[src/itp_pkg.sv]
package itp_pkg;

  // Operator stack codes
  localparam logic [2:0] CODE_OPEN = 3'd0;
  localparam logic [2:0] CODE_ADD  = 3'd1;
  localparam logic [2:0] CODE_SUB  = 3'd2;
  localparam logic [2:0] CODE_MUL  = 3'd3;
  localparam logic [2:0] CODE_DIV  = 3'd4;
  localparam logic [2:0] CODE_POW  = 3'd5;

  localparam logic [7:0] CH_LPAREN = 8'h28;
  localparam logic [7:0] CH_RPAREN = 8'h29;
  localparam logic [7:0] CH_ADD    = 8'h2B;
  localparam logic [7:0] CH_SUB    = 8'h2D;
  localparam logic [7:0] CH_MUL    = 8'h2A;
  localparam logic [7:0] CH_DIV    = 8'h2F;
  localparam logic [7:0] CH_POW    = 8'h5E;
  localparam logic [7:0] CH_UPPER_A = 8'h41;
  localparam logic [7:0] CH_UPPER_Z = 8'h5A;
  localparam logic [7:0] CH_LOWER_A = 8'h61;
  localparam logic [7:0] CH_LOWER_Z = 8'h7A;
  localparam logic [7:0] CH_NUL    = 8'h00;

  function automatic logic [7:0] code_char(input logic [2:0] code);
    logic [7:0] ch;
    unique case (code)
      CODE_OPEN: ch = CH_LPAREN;
      CODE_ADD:  ch = CH_ADD;
      CODE_SUB:  ch = CH_SUB;
      CODE_MUL:  ch = CH_MUL;
      CODE_DIV:  ch = CH_DIV;
      CODE_POW:  ch = CH_POW;
      default:   ch = CH_NUL;
    endcase
    return ch;
  endfunction

  function automatic logic [1:0] code_prec(input logic [2:0] code);
    logic [1:0] p;
    unique case (code)
      CODE_ADD, CODE_SUB: p = 2'd1;
      CODE_MUL, CODE_DIV: p = 2'd2;
      CODE_POW:           p = 2'd3;
      default:            p = 2'd0;
    endcase
    return p;
  endfunction

  function automatic logic is_letter(input logic [7:0] ch);
    return ((ch >= CH_UPPER_A) && (ch <= CH_UPPER_Z)) ||
           ((ch >= CH_LOWER_A) && (ch <= CH_LOWER_Z));
  endfunction

  function automatic logic is_operator(input logic [7:0] ch);
    return (ch == CH_ADD) || (ch == CH_SUB) || (ch == CH_MUL) ||
           (ch == CH_DIV) || (ch == CH_POW);
  endfunction

  function automatic logic [2:0] operator_code(input logic [7:0] ch);
    logic [2:0] code;
    unique case (ch)
      CH_ADD:  code = CODE_ADD;
      CH_SUB:  code = CODE_SUB;
      CH_MUL:  code = CODE_MUL;
      CH_DIV:  code = CODE_DIV;
      CH_POW:  code = CODE_POW;
      default: code = CODE_OPEN;
    endcase
    return code;
  endfunction

endpackage

[src/itp_ram.sv]
module itp_ram #(
  parameter int WIDTH = 3,
  parameter int DEPTH = 32
) (
  input  logic                     clk_i,
  input  logic                     we_i,
  input  logic [$clog2(DEPTH)-1:0] waddr_i,
  input  logic [WIDTH-1:0]         wdata_i,
  input  logic [$clog2(DEPTH)-1:0] raddr_i,
  output logic [WIDTH-1:0]         rdata_o
);

  logic [WIDTH-1:0] mem_q [DEPTH];
  logic [WIDTH-1:0] rdata_q;

  always_ff @(posedge clk_i) begin
    if (we_i) begin
      mem_q[waddr_i] <= wdata_i;
    end
    rdata_q <= mem_q[raddr_i];
  end

  assign rdata_o = rdata_q;

endmodule

[src/infix_to_postfix_converter.sv]
// Channel  Direction  Handshake                  Word
// in       input      in_valid_i / in_stall_o    symbol_in_i, end_of_expression_in_i
// out      output     out_valid_o / out_stall_i  symbol_out_o, run_last_o,
//                                                expression_done_o, overflow_seen_o
//
// One word at a time, accepted in IDLE; a letter, '(' or ignored byte goes IDLE, EXEC, IDLE.
// Each pop presents the top address in EXEC, then takes the registered RAM read in TOP. An end
// word pops every entry; ')' or an operator pops until it stops on an entry or the stack runs dry.
// Output stalls hold the block only where it must write its next result to the out channel.
// Reset (async, rst_ni low) empties the stack and clears the overflow flag.
module infix_to_postfix_converter #(
  parameter int STACK_DEPTH = 32
) (
  input  logic       clk_i,
  input  logic       rst_ni,
  input  logic       in_valid_i,
  output logic       in_stall_o,
  input  logic [7:0] symbol_in_i,
  input  logic       end_of_expression_in_i,
  output logic       out_valid_o,
  input  logic       out_stall_i,
  output logic [7:0] symbol_out_o,
  output logic       run_last_o,
  output logic       expression_done_o,
  output logic       overflow_seen_o
);
  import itp_pkg::*;

  localparam int AW = (STACK_DEPTH > 1) ? $clog2(STACK_DEPTH) : 1;
  localparam int CW = $clog2(STACK_DEPTH + 1);

  typedef enum logic [1:0] {S_IDLE, S_EXEC, S_TOP} state_e;
  typedef enum logic [2:0] {K_LETTER, K_OPEN, K_CLOSE, K_OP, K_END, K_NONE} item_kind_e;

  state_e     state_q, state_d;
  item_kind_e kind_q, kind_d;
  logic [7:0] sym_q, sym_d;
  logic [2:0] op_q, op_d;
  logic [CW-1:0] cnt_q, cnt_d;
  logic       ovf_q, ovf_d;
  // last popped operator, held back until we know whether it ends the run
  logic       pend_vld_q, pend_vld_d;
  logic [2:0] pend_code_q, pend_code_d;

  logic       out_valid_q, out_valid_d;
  logic [7:0] out_sym_q, out_sym_d;
  logic       out_last_q, out_last_d;
  logic       out_done_q, out_done_d;
  logic       out_ovf_q, out_ovf_d;

  logic          out_free;
  logic          we;
  logic [2:0]    wdata;
  logic [2:0]    top;
  logic [CW-1:0] cnt_dec;
  logic          stack_full;

  assign out_free   = !out_valid_q || !out_stall_i;
  assign cnt_dec    = cnt_q - CW'(1);
  assign stack_full = (cnt_q >= CW'(STACK_DEPTH));

  itp_ram #(
    .WIDTH (3),
    .DEPTH (STACK_DEPTH)
  ) u_stack (
    .clk_i   (clk_i),
    .we_i    (we),
    .waddr_i (cnt_q[AW-1:0]),
    .wdata_i (wdata),
    .raddr_i (cnt_dec[AW-1:0]),
    .rdata_o (top)
  );

  always_comb begin
    state_d     = state_q;
    kind_d      = kind_q;
    sym_d       = sym_q;
    op_d        = op_q;
    cnt_d       = cnt_q;
    ovf_d       = ovf_q;
    pend_vld_d  = pend_vld_q;
    pend_code_d = pend_code_q;
    out_valid_d = out_valid_q && out_stall_i;
    out_sym_d   = out_sym_q;
    out_last_d  = out_last_q;
    out_done_d  = out_done_q;
    out_ovf_d   = out_ovf_q;
    we          = 1'b0;
    wdata       = op_q;

    unique case (state_q)
      S_IDLE: begin
        if (in_valid_i) begin
          sym_d      = symbol_in_i;
          op_d       = operator_code(symbol_in_i);
          pend_vld_d = 1'b0;
          state_d    = S_EXEC;
          priority if (end_of_expression_in_i) begin
            kind_d = K_END;
          end else if (is_letter(symbol_in_i)) begin
            kind_d = K_LETTER;
          end else if (symbol_in_i == CH_LPAREN) begin
            kind_d = K_OPEN;
          end else if (symbol_in_i == CH_RPAREN) begin
            kind_d = K_CLOSE;
          end else if (is_operator(symbol_in_i)) begin
            kind_d = K_OP;
          end else begin
            kind_d = K_NONE;
          end
        end
      end

      // stack top address is presented here; RAM data arrives in S_TOP
      S_EXEC: begin
        unique case (kind_q)
          K_LETTER: begin
            if (out_free) begin
              out_valid_d = 1'b1;
              out_sym_d   = sym_q;
              out_last_d  = 1'b1;
              out_done_d  = 1'b0;
              out_ovf_d   = 1'b0;
              state_d     = S_IDLE;
            end
          end
          K_OPEN: begin
            if (stack_full) begin
              ovf_d = 1'b1;
            end else begin
              we    = 1'b1;
              wdata = CODE_OPEN;
              cnt_d = cnt_q + CW'(1);
            end
            state_d = S_IDLE;
          end
          K_NONE: begin
            state_d = S_IDLE;
          end
          K_END: begin
            if (cnt_q != '0) begin
              state_d = S_TOP;
            end else if (out_free) begin
              out_valid_d = 1'b1;
              out_sym_d   = CH_NUL;
              out_last_d  = 1'b1;
              out_done_d  = 1'b1;
              out_ovf_d   = ovf_q;
              ovf_d       = 1'b0;
              state_d     = S_IDLE;
            end
          end
          K_CLOSE, K_OP: begin
            if (cnt_q != '0) begin
              state_d = S_TOP;
            end else if (!pend_vld_q || out_free) begin
              // stack ran dry: the held operator closes the run
              if (pend_vld_q) begin
                out_valid_d = 1'b1;
                out_sym_d   = code_char(pend_code_q);
                out_last_d  = 1'b1;
                out_done_d  = 1'b0;
                out_ovf_d   = 1'b0;
                pend_vld_d  = 1'b0;
              end
              if (kind_q == K_OP) begin
                we    = 1'b1;
                cnt_d = cnt_q + CW'(1);
              end
              state_d = S_IDLE;
            end
          end
          default: state_d = S_IDLE;
        endcase
      end

      S_TOP: begin
        unique case (kind_q)
          K_END: begin
            if (top == CODE_OPEN) begin
              cnt_d   = cnt_dec;
              state_d = S_EXEC;
            end else if (out_free) begin
              out_valid_d = 1'b1;
              out_sym_d   = code_char(top);
              out_last_d  = 1'b0;
              out_done_d  = 1'b0;
              out_ovf_d   = 1'b0;
              cnt_d       = cnt_dec;
              state_d     = S_EXEC;
            end
          end
          K_CLOSE, K_OP: begin
            if ((kind_q == K_CLOSE && top != CODE_OPEN) ||
                (kind_q == K_OP && code_prec(top) >= code_prec(op_q))) begin
              // keep popping: previous held operator is not the last word
              if (!pend_vld_q || out_free) begin
                if (pend_vld_q) begin
                  out_valid_d = 1'b1;
                  out_sym_d   = code_char(pend_code_q);
                  out_last_d  = 1'b0;
                  out_done_d  = 1'b0;
                  out_ovf_d   = 1'b0;
                end
                pend_vld_d  = 1'b1;
                pend_code_d = top;
                cnt_d       = cnt_dec;
                state_d     = S_EXEC;
              end
            end else if (!pend_vld_q || out_free) begin
              if (pend_vld_q) begin
                out_valid_d = 1'b1;
                out_sym_d   = code_char(pend_code_q);
                out_last_d  = 1'b1;
                out_done_d  = 1'b0;
                out_ovf_d   = 1'b0;
                pend_vld_d  = 1'b0;
              end
              if (kind_q == K_CLOSE) begin
                cnt_d = cnt_dec;  // drop the matching '('
              end else if (stack_full) begin
                ovf_d = 1'b1;
              end else begin
                we    = 1'b1;
                cnt_d = cnt_q + CW'(1);
              end
              state_d = S_IDLE;
            end
          end
          default: state_d = S_IDLE;
        endcase
      end

      default: state_d = S_IDLE;
    endcase
  end

  always_ff @(posedge clk_i or negedge rst_ni) begin
    if (!rst_ni) begin
      state_q     <= S_IDLE;
      kind_q      <= K_NONE;
      sym_q       <= CH_NUL;
      op_q        <= CODE_OPEN;
      cnt_q       <= '0;
      ovf_q       <= 1'b0;
      pend_vld_q  <= 1'b0;
      pend_code_q <= CODE_OPEN;
      out_valid_q <= 1'b0;
      out_sym_q   <= CH_NUL;
      out_last_q  <= 1'b0;
      out_done_q  <= 1'b0;
      out_ovf_q   <= 1'b0;
    end else begin
      state_q     <= state_d;
      kind_q      <= kind_d;
      sym_q       <= sym_d;
      op_q        <= op_d;
      cnt_q       <= cnt_d;
      ovf_q       <= ovf_d;
      pend_vld_q  <= pend_vld_d;
      pend_code_q <= pend_code_d;
      out_valid_q <= out_valid_d;
      out_sym_q   <= out_sym_d;
      out_last_q  <= out_last_d;
      out_done_q  <= out_done_d;
      out_ovf_q   <= out_ovf_d;
    end
  end

  assign in_stall_o        = (state_q != S_IDLE);
  assign out_valid_o       = out_valid_q;
  assign symbol_out_o      = out_sym_q;
  assign run_last_o        = out_last_q;
  assign expression_done_o = out_done_q;
  assign overflow_seen_o   = out_ovf_q;

endmodule

[config.mk]
export PLATFORM = sky130hd
export DESIGN_NAME = infix_to_postfix_converter
export DESIGN_NICKNAME = d
export VERILOG_FILES = /design/src/itp_pkg.sv /design/src/itp_ram.sv /design/src/infix_to_postfix_converter.sv
export SDC_FILE = /design/constraint.sdc
export NUM_CORES = 1
export LEC_CHECK = 0
export BUFFER_PORTS_ARGS = -buffer_cell sky130_fd_sc_hd__buf_2
export CORE_UTILIZATION = 25
export DETAILED_ROUTE_END_ITERATION = 8
export SLEW_MARGIN = 15
export SYNTH_ARGS = -nofsm -noshare
export SYNTH_HDL_FRONTEND = slang
export SYNTH_HIERARCHICAL = 1
export SYNTH_SLANG_ARGS = --single-unit
export TNS_END_PERCENT = 30
[constraint.sdc]
create_clock -name clk_i -period 5.3 [get_ports clk_i]
set_input_delay 0.265 -clock clk_i [delete_from_list [all_inputs] [get_ports clk_i]]
set_output_delay 0.265 -clock clk_i [all_outputs]
set_load 0.05 [all_outputs]
**Word-level counts from Yosys, hierarchy flattened**

Memory sizes are Yosys's and may differ from the RTL's. A register that Yosys moved wholly into a read port is not among the register bits.
Index checks and enable logic that the tools add are counted.

- Logic and storage cells: 236
- Bits in read-only memories: 0
- Output and inout bits: 13
- Bits in writable memories: 96
- Memories: 1
- Bits of input ports: 13
- Bits in latches: 0
- Flip-flop bits (word level): 39

Memory list:

| memory | words | bits a word | rd ports | clocked after Yosys merged registers in | wr ports | line | RTL |
|---|---|---|---|---|---|---|---|
| u_stack.mem_q | 32 | 3 | 1 | 1 | 1 | itp_ram.sv:13 | `logic [WIDTH-1:0] mem_q [DEPTH];` |

- Shifts and indexed selects: 0
- Muxes and demuxes: 123
- $lt $le $gt $ge: 6
- Multiply operators: 0
- Add/sub/neg operators: 2
- Reduce and logical (&&, ||, !) cells: 39
- Equal/unequal tests: 52
- Div/mod/pow operators: 0
- Bitwise logic cells: 0

Operators with widths:

| kind | count |
|---|---|
| 8-bit two-way mux | 8 |
| 6-bit two-way mux | 10 |
| 1-bit two-way mux | 53 |
| 8-bit by 6-bit equality test with 1-bit output (second input constant) | 6 |
| 7-bit one-hot mux with 6 select lines | 1 |
| 6-bit one-hot mux with 2 select lines | 3 |
| 7-bit one-hot mux with 5 select lines | 1 |
| 8-bit one-hot mux with 2 select lines | 2 |
| 3-bit inequality test (second input constant) | 10 |
| 2-bit two-way mux | 13 |
| 3-bit by 2-bit equality test with 1-bit output (second input constant) | 8 |
| 3-bit two-way mux | 8 |
| 1-bit one-hot mux with 2 select lines | 12 |
| 2-bit one-hot mux with 3 select lines | 4 |
| 8-bit one-hot mux with 3 select lines | 1 |
| 3-bit equality test (second input constant) | 7 |
| 9-bit AND reduction | 2 |
| 8-bit by 7-bit >= comparator with 1-bit output (second input constant) | 2 |
| 8-bit by 7-bit <= comparator with 1-bit output (second input constant) | 2 |
| 8-bit AND reduction | 2 |
| 1-bit one-hot mux with 3 select lines | 5 |
| 3-bit one-hot mux with 5 select lines | 1 |
| 2-bit inequality test (second input constant) | 7 |
| 3-bit by 1-bit equality test with 1-bit output (second input constant) | 4 |
| 25 further kinds | 50 |

**Depth between registers and ports, before layout**

Gate-level depths: netlist (run 1).

- Depth after elaboration: 13
- Gate-level depth with buffers: 11
- Gate-level depth less buffers: 9

**Hierarchy**

The synthesis (run 1) kept the hierarchy.

Modules (own cells, without submodules):

| module | cells each | seq. area each (µm²) | area each (µm²) | instances |
|---|---|---|---|---|
| itp_ram | 185 | 2942.8 | 3916.3 | 1 |
| infix_to_postfix_converter | 341 | 978.4 | 2895.3 | 1 |

**Worst setup path after synthesis (run 1)**

No wires, ideal clock.

- Path type: flip-flop to flip-flop
- Start: register u_stack.rdata_q[1], in the netlist u_stack/rdata_o[1] (read register of u_stack.mem_q)
- End: memory u_stack.mem_q[28][0], enable pin
- Setup time: 0.319 ns
- Cell stages (with the launch flop): 11
- Data arrival time: 2.514 ns
- Period minus slack after synthesis: 2.833 ns
- Setup slack: 2.467 ns
- Buffers on the path: 2
- Required time: 4.981 ns
- Cells stage by stage: dfxtp_1 > clkbuf_1 > mux2i_1 > ha_1 > nand2b_1 > a21o_1 > nor3_1 > o21a_1 > or3b_2 > clkbuf_1 > nor2_1

- Cells in the longest elaborated chain, start to end: 13
- Elaborated cells between the ends (all ways): 20
- Those cells by class: order compare (1); eq/ne (5); mux (8); reduce/logical (6)

RTL lines:

| item | line | RTL |
|---|---|---|
| start, declared | itp_ram.sv:14 | `logic [WIDTH-1:0] rdata_q;` |
| 3-bit by 2-bit equality test with 1-bit output (tied with other cells) | itp_pkg.sv:40 | `unique case (code)` |
| 2-bit OR reduction | itp_pkg.sv:40 |  |
| 2-bit one-hot mux with 3 select lines | itp_pkg.sv:40 |  |
| 2-bit two-way mux | infix_to_postfix_converter.sv:178 | `unique case (kind_q)` |
| 2-bit two-way mux | infix_to_postfix_converter.sv:91 | `unique case (state_q)` |
| 2-bit >= comparator | infix_to_postfix_converter.sv:195 | `(kind_q == K_OP && code_prec(top) >= code_prec(op_q))) begin` |
| 1-bit logical AND | infix_to_postfix_converter.sv:195 |  |
| 1-bit logical OR * | infix_to_postfix_converter.sv:194 | `if ((kind_q == K_CLOSE && top != CODE_OPEN) \|\|` |
| 1-bit two-way mux * | infix_to_postfix_converter.sv:194 |  |
| 1-bit two-way mux * | infix_to_postfix_converter.sv:178 |  |
| 1-bit one-hot mux with 2 select lines * | infix_to_postfix_converter.sv:91 |  |
| net we | infix_to_postfix_converter.sv:52 | `logic we;` |
| 1-bit two-way mux * | itp_ram.sv:17 | `if (we_i) begin` |
| 1-bit two-way mux (implied by the code) * | itp_ram.sv:18 | `mem_q[waddr_i] <= wdata_i;` |
| end, declared | itp_ram.sv:13 |  |

The timed path passes the listed nets; every way through them passes the cells marked *. The select of a mux whose other input is x is not followed.

**Final worst setup path (run 1)**

- Start: register cnt_q[0]
- End: memory u_stack.mem_q[0][0], enable pin

- Cells in the longest elaborated chain, start to end: 9
- Elaborated cells between the ends (all ways): 12
- Those cells by class: order compare (1); mux (10); reduce/logical (1)

RTL lines:

| item | line | RTL |
|---|---|---|
| start, declared | infix_to_postfix_converter.sv:39 | `logic [CW-1:0] cnt_q, cnt_d;` |
| start signal, assigned | infix_to_postfix_converter.sv:258 | `cnt_q <= cnt_d;` |
| 6-bit >= comparator | infix_to_postfix_converter.sv:60 | `assign stack_full = (cnt_q >= CW'(STACK_DEPTH));` |
| 1-bit two-way mux | infix_to_postfix_converter.sv:128, infix_to_postfix_converter.sv:221 |  |
| 1-bit two-way mux | infix_to_postfix_converter.sv:219 | `if (kind_q == K_CLOSE) begin` |
| 1-bit two-way mux | infix_to_postfix_converter.sv:210 | `end else if (!pend_vld_q \|\| out_free) begin` |
| 1-bit two-way mux | infix_to_postfix_converter.sv:194 |  |
| 1-bit two-way mux | infix_to_postfix_converter.sv:178 |  |
| 1-bit one-hot mux with 2 select lines * | infix_to_postfix_converter.sv:91 |  |
| net we | infix_to_postfix_converter.sv:52 |  |
| 1-bit two-way mux * | itp_ram.sv:17 |  |
| 1-bit two-way mux (implied by the code) * | itp_ram.sv:18 |  |

The timed path passes the listed nets; every way through them passes the cells marked *.

==> results.json, run 1 <==
{
  "status": "complete, but fails checks",
  "violations": "negative hold slack",
  "wire_per_inst_um": 16.8,
  "grt_antenna_before_repair": 0,
  "placementRows": 60,
  "grt_pass1_wl_mm": 24.4,
  "cts_tree": "yes",
  "grt_pass1_vias": 4400,
  "power.leakage_uw": 0.00262,
  "synth_simple_gate_area_share_pct": 12.3,
  "ys_types": 64,
  "slew_violations": 0,
  "grt_util_all_layers_pct": 11.3,
  "final_hold_viol_count": 23,
  "yosys_warnings": 6,
  "initial_utilization_pct": 25.3,
  "post-cts-setup-buffer-count": 0,
  "cp.required_ns": 5.39,
  "rsz0062_at_grt": "no",
  "cp-end-kind": "flop",
  "path_class": "flop to flop",
  "wl_mm": 15.1,
  "cp_max_fo": 26,
  "clockRootBuffer": "clkbuf_16",
  "clkTransAtPathRegs_ns": 0.07,
  "holdWs_ns": -0.0252,
  "diodes": 0,
  "ys.flop_type": "edfxtp_1",
  "clockBufferDepth": 2,
  "vias_per_cell": 4.85,
  "syn_area_sq_mm": 0.00681,
  "arrival_ns": 3.24,
  "synthToLayoutAreaGrowth_pct": 14.7,
  "postCtsHoldBufs": 0,
  "core-area_sq_mm": 0.0269,
  "drive_above_1_share_pct": 21.9,
  "synth_fa_ha_area_share_pct": 1.65,
  "fin_tns_setup_ns": 0,
  "fin_nets": 571,
  "drtIter0Drc": 427,
  "fin_skew_ns": 0.0142,
  "numCtsBuffers": 17,
  "cts_resized": 0,
  "holdCritPathClass": "primary input to asynchronous set/reset pin",
  "num-fill-cells": 2716,
  "maxCapViolations": 0,
  "clock_sinks": 138,
  "synth_compound_area_share_pct": 11.3,
  "path_cells": "inv_1, buf_4, ha_1, and3_2, a22oi_1, nor3_1, o21a_1, or3b_2, nor2_1",
  "io_buffers": 25,
  "dpl.hpwl_mm": 10.1,
  "dr.pass1.iters": 5,
  "layout_commonest_cell": "edfxtp_1",
  "slew_headroom_pct": 38.6,
  "cp-start-kind": "flop",
  "vdd_drop_max_uv": 275,
  "clock_latency_ns": 0.42,
  "num_io_pins": 26,
  "synth_top_family_by_area": "multiplexers",
  "period_share_pct": 59.5,
  "post-route-util_pct": 29.1,
  "tightestPinTransition_ns": 0.920,
  "synthXorXnorAreaFrac_pct": 1.29,
  "synth_mux_area_share_pct": 13.0,
  "fin_crit_ns": 3.15,
  "multi_input_area_sq_mm": 0.00270,
  "ys_seq_elements": 138,
  "setup_viol": 0,
  "synth_cells": 526,
  "grt_start_max_net_pins": 40,
  "cpPeakStageDelay_ns": 0.59,
  "htree_levels": 4,
  "clock.fmax_ghz": 0.317,
  "gp_congestion": 0.848,
  "grt_overflow": 0,
  "synth_edf_count": 96,
  "syn_avg_cell_area_sq_um": 12.9,
  "seqCellArea_sq_mm": 0.00392,
  "powerDensity_mw_per_mm2": 515,
  "fp.dieH_um": 167,
  "ys_seq_area_share_pct": 57.6,
  "drc_errors": 0,
  "fp.dieW_um": 167,
  "dieArea_sq_mm": 0.0279,
  "final_cell_mix": "edfxtp_1, nor2_1, nand2_1",
  "synthArstFlopShare_pct": 28.3,
  "syn_nets": 548,
  "cp_slowest_cell": "or3b_2",
  "ant_nets": 0,
  "vias": 4379
}
## worst paths after layout
check                                      endpoint  cells past startpoint              startpoint  slack [ns]
worst max register to register  u_stack/mem_q[0][0]                      9                cnt_q[0]        2.15
worst min-delay path                     state_q[1]                      1                  rst_ni       -0.03
worst max-delay path            u_stack/mem_q[0][0]                      9                cnt_q[0]        2.15
min in group clk_i                        kind_q[0]                      2  end_of_expression_in_i        0.06
worst min register to register      overflow_seen_o                      1         overflow_seen_o        0.48
max in group asynchronous            pend_code_q[2]                      1                  rst_ni        4.74
## state kept, by name, summed over array words and instances (netlist names)
| signal | cells |
|---|---|
| pend_vld_q | 1 |
| run_last_o | 1 |
| op_q | 3 |
| symbol_out_o | 8 |
| cnt_q | 6 |
| overflow_seen_o | 1 |
| kind_q | 3 |
| expression_done_o | 1 |
| pend_code_q | 3 |
| u_stack/rdata_o | 3 |
| sym_q | 8 |
| ovf_q | 1 |
| out_valid_o | 1 |
| state_q | 2 |
| u_stack/mem_q | 96 |
## synthesized netlist by cell type (10+ instances only)
| master | instances | share of area [%] |
|---|---|---|
| a21oi_1 | 22 | 1.6 |
| a22o_1 | 12 | 1.5 |
| clkbuf_1 | 18 | 0.99 |
| dfrtp_1 | 37 | 14 |
| edfxtp_1 | 96 | 42 |
| inv_1 | 12 | 0.66 |
| mux2_2 | 15 | 2.5 |
| mux4_2 | 29 | 9.6 |
| nand2_1 | 44 | 2.4 |
| nand2b_1 | 10 | 0.92 |
| nand3_1 | 10 | 0.73 |
| nor2_1 | 58 | 3.2 |
| nor3_1 | 11 | 0.81 |
| o21ai_0 | 19 | 1.4 |
## area by class of cell
class	count	share of cell area (%)
Sequential cell	138	50.2
Tap cell	341	5.46
Timing Repair Buffer	32	2.27
Clock inverter	13	1.23
Multi-Input combinational cell	348	34.6
Clock buffer	19	5.67
Inverter	12	0.576
## kinds of logic (layout without fill, tap and decap cells)
group,Yosys count,count (layout)
and+or+nand+nor,172,172
DFF,138,138
AOI/OAI and AO/OA,108,108
muxes,49,49
buffers and inverters,40,76
xor gates and xnor gates,10,10
adders and majority gates,9,9
## worst max-delay path: cells and delay by family (launching register included)
| kind | cells | cell delay (ns) |
|---|---|---|
| compound gates | 2 | 0.28 |
| fa+ha+maj | 1 | 0.32 |
| buf+inv | 2 | 0.53 |
| flops | 1 | 0.47 |
| simple gates | 4 | 1.22 |
## stage by stage
| step | setup WS (ns) | hold slack (ns) | power [uW] | cells | instance area [sq um] |
|---|---|---|---|---|---|
| 4_1_cts | 2.11 | 0.0197 | 4050 | 903 | 7810 |
| 5_1_grt | 1.81 | 0.0557 | 4250 | 903 | 7810 |
| 6_report | 2.15 | -0.0252 | 4020 | 903 | 7810 |
| 3_3_place_gp | 2.21 | 0.461 | 2960 | 871 | 7270 |
| 3_5_place_dp | 2.13 | 0.476 | 2960 | 871 | 7270 |
| 2_1_floorplan | 2.47 | -0.0306 | 2640 | 526 | 6810 |
## per-layer routing
| metal | vias up | routed length (um) | global-route usage, % |
|---|---|---|---|
| li1 | 2062 | - | - |
| met4 | 0 | 221 | 3.46 |
| met2 | 124 | 7230 | 18.1 |
| met5 | - | 0 | 0 |
| met3 | 16 | 662 | 2.69 |
| met1 | 2177 | 7030 | 15.1 |
## report_power, final
group	internal, uW	switching, uW	total (uW)
Sequential	1270	167	1430
Combinational	656	851	1510
Clock	614	469	1080
Power figures use the tool's default switching activity.
==> run 2, diff against run 1 <==
--- a/config.mk
+++ b/config.mk
@@ -5,6 +5,7 @@
 export SDC_FILE = /design/constraint.sdc
 export NUM_CORES = 1
 export LEC_CHECK = 0
+export ABC_AREA = 1
 export BUFFER_PORTS_ARGS = -buffer_cell sky130_fd_sc_hd__buf_2
 export CORE_UTILIZATION = 25
 export DETAILED_ROUTE_END_ITERATION = 8
==> constraint.sdc (replaced) <==
create_clock -name clk_i -period 2.57 [get_ports clk_i]
set_input_delay 0.1285 -clock clk_i [delete_from_list [all_inputs] [get_ports clk_i]]
set_output_delay 0.1285 -clock clk_i [all_outputs]
set_load 0.05 [all_outputs]
==> results.json, run 2 <==
{
  "numCtsBuffers": 17,
  "slew_headroom_pct": 40.6,
  "setup_viol": 0,
  "wl_mm": 18.7,
  "num_io_pins": 26,
  "ant_nets": 0,
  "synth_most_common_cell": "nand2_1",
  "placementRows": 62,
  "vias_per_cell": 4.55,
  "synthToLayoutAreaGrowth_pct": 19.4,
  "cp.required_ns": 2.68,
  "syn_nets": 937,
  "period_share_pct": 94.7,
  "layout.cells.non_filler": 1362,
  "fin_skew_ns": 0.00917,
  "drtIter0Drc": 387,
  "final_cell_mix": "nand2_1, nand3_1, edfxtp_1",
  "synth_cells": 915,
  "core-area_sq_mm": 0.0290,
  "syn_avg_cell_area_sq_um": 8.16,
  "wire_per_inst_um": 13.7,
  "clock.fmax_ghz": 0.411,
  "htree_levels": 4,
  "rr_endpoint": "u_stack/mem_q[5][2]",
  "clock_sinks": 138,
  "fin_nets": 988,
  "rsz0062_at_grt": "yes",
  "path_class": "flop to flop",
  "holdCritPathClass": "primary input to flop",
  "fin_tns_setup_ns": 0,
  "cp-endpoint": "u_stack/mem_q[5][2]",
  "ys_seq_elements": 138,
  "grt_pass1_wl_mm": 30.5,
  "largest_reg_flops": 96,
  "min_from": "symbol_in_i[3]",
  "clockBufferDepth": 2,
  "power.leakage_uw": 0.00376,
  "post-cts-setup-buffer-count": 0,
  "holdWs_ns": 0.0283,
  "ys_seq_area_share_pct": 52.5,
  "clockRootBuffer": "clkbuf_16",
  "cp-start-kind": "flop",
  "grt_pass1_vias": 6031,
  "synthTopCellsByArea": "edfxtp_1, nand2_1, dfrtp_1, nand3_1, nor2_1",
  "final_hold_viol_count": 0,
  "num-fill-cells": 3081,
  "vias": 6191,
  "synthArstFlopShare_pct": 28.3,
  "fp.dieH_um": 175,
  "grt_start_max_net_pins": 56,
  "dieArea_sq_mm": 0.0306,
  "cp-end-kind": "flop",
  "yosys_warnings": 6,
  "fin_crit_ns": 2.43,
  "powerDensity_mw_per_mm2": 1150,
  "diodes": 0,
  "dpl-instance-area_sq_mm": 0.00815,
  "grt_util_all_layers_pct": 12.8,
  "grt_antenna_before_repair": 0,
  "reg2reg_setup_slack_ns": 0.14,
  "cts_tree": "yes",
  "maxCapViolations": 0,
  "clock_latency_ns": 0.42,
  "cp_max_fo": 8,
  "finalInstanceArea_sq_mm": 0.00892,
  "startpoint": "u_stack/rdata_o[0]",
  "post-route-util_pct": 30.7,
  "layout_commonest_cell": "nand2_1",
  "vdd_drop_max_uv": 612,
  "dr.pass1.iters": 5,
  "top_register": "u_stack/mem_q",
  "yosysTopAreaCellShare_pct": 38.6,
  "synth_edf_count": 96,
  "dp_cells": 1327,
  "synth_common_cells": "nand2_1, nand3_1, edfxtp_1, nor2_1, inv_1",
  "tightestPinTransition_ns": 0.891,
  "syn_area_sq_mm": 0.00747,
  "reg2reg_from": "u_stack/rdata_o[0]",
  "seqCellArea_sq_mm": 0.00392,
  "status": "finished, final reports clean",
  "ys.flop_type": "edfxtp_1",
  "initial_utilization_pct": 25.7,
  "io_buffers": 25,
  "clkTransAtPathRegs_ns": 0.06,
  "r2r_cells": 12,
  "fp.dieW_um": 175,
  "drive_above_1_share_pct": 16.3,
  "slew_violations": 0,
  "gp_congestion": 0.886,
  "multi_input_area_sq_mm": 0.00326,
  "drc_errors": 0,
  "dpl.hpwl_mm": 13.0,
  "arrival_ns": 2.54,
  "ys_types": 41,
  "grt_overflow": 0,
  "synth_top_area_cell": "edfxtp_1"
}
## run 2: repair_timing
item	CTS	global route
pin swaps	0	1
endpoints found under the hold margin	40	0
hold buffers	4	0
endpoints found under the setup margin	90	99
resized for setup	1	50
## run 2: cells by family (layout without fill, tap and decap cells)
group | Yosys count | count (layout) | share of synthesized area, %
simple gates | 602 | 602 | 34.9
flops | 138 | 138 | 52.5
buf+inv | 103 | 166 | 6.03
compound gates | 60 | 60 | 4.71
fa+ha+maj | 9 | 9 | 1.51
xor+xnor | 3 | 3 | 0.352
## run 2: area by class of cell
class | count | share of cell area [%]
sequential | 138 | 44.0
multi-input combinational | 674 | 36.5
tap | 384 | 5.39
clock buffer | 20 | 4.90
timing repair buffer | 61 | 4.63
inverter | 74 | 3.20
clock inverter | 11 | 1.40
## run 2: metrics by stage
| step | worst slack, ns | total power, uW |
|---|---|---|
| after floorplan | 0.182 | 6500 |
| after global placement | 0.0630 | 7900 |
| after detailed placement | -0.0416 | 7920 |
| after CTS | 0.0517 | 10300 |
| after global routing | -0.0363 | 11100 |
| final | 0.135 | 10300 |
## run 2: worst max-delay path: stages, from the launching register on
cell	delay (ns)
dfxtp_1	0.33
inv_1	0.09
nand3_1	0.11
o21a_1	0.13
ha_1	0.30
nand2_1	0.07
nand3_1	0.14
nand2_4	0.09
nand4_1	0.10
a21oi_2	0.24
nand3_1	0.11
buf_4	0.22
nor2_2	0.19
## run 2: metal layers
metal / global-route usage (%) / wire length (um)
met1: 16.9 / 8800
met2: 21.2 / 8860
met3: 2.96 / 800
met4: 2.86 / 227
met5: 0 / 0
## run 2: worst min path at each step
stage,to,slack (ns),cells after the start
after global routing,sym_q[1],0.05,3
after detailed placement,sym_q[2],0.32,1
after CTS,sym_q[3],0.01,3
after global placement,sym_q[2],0.31,1
after floorplan,cnt_q[0],-0.17,0
final,sym_q[3],0.03,3
## run 2: where the power goes
group	switching, uW	internal, uW
sequential	202	2790
clock	897	1420
combinational	3490	1470
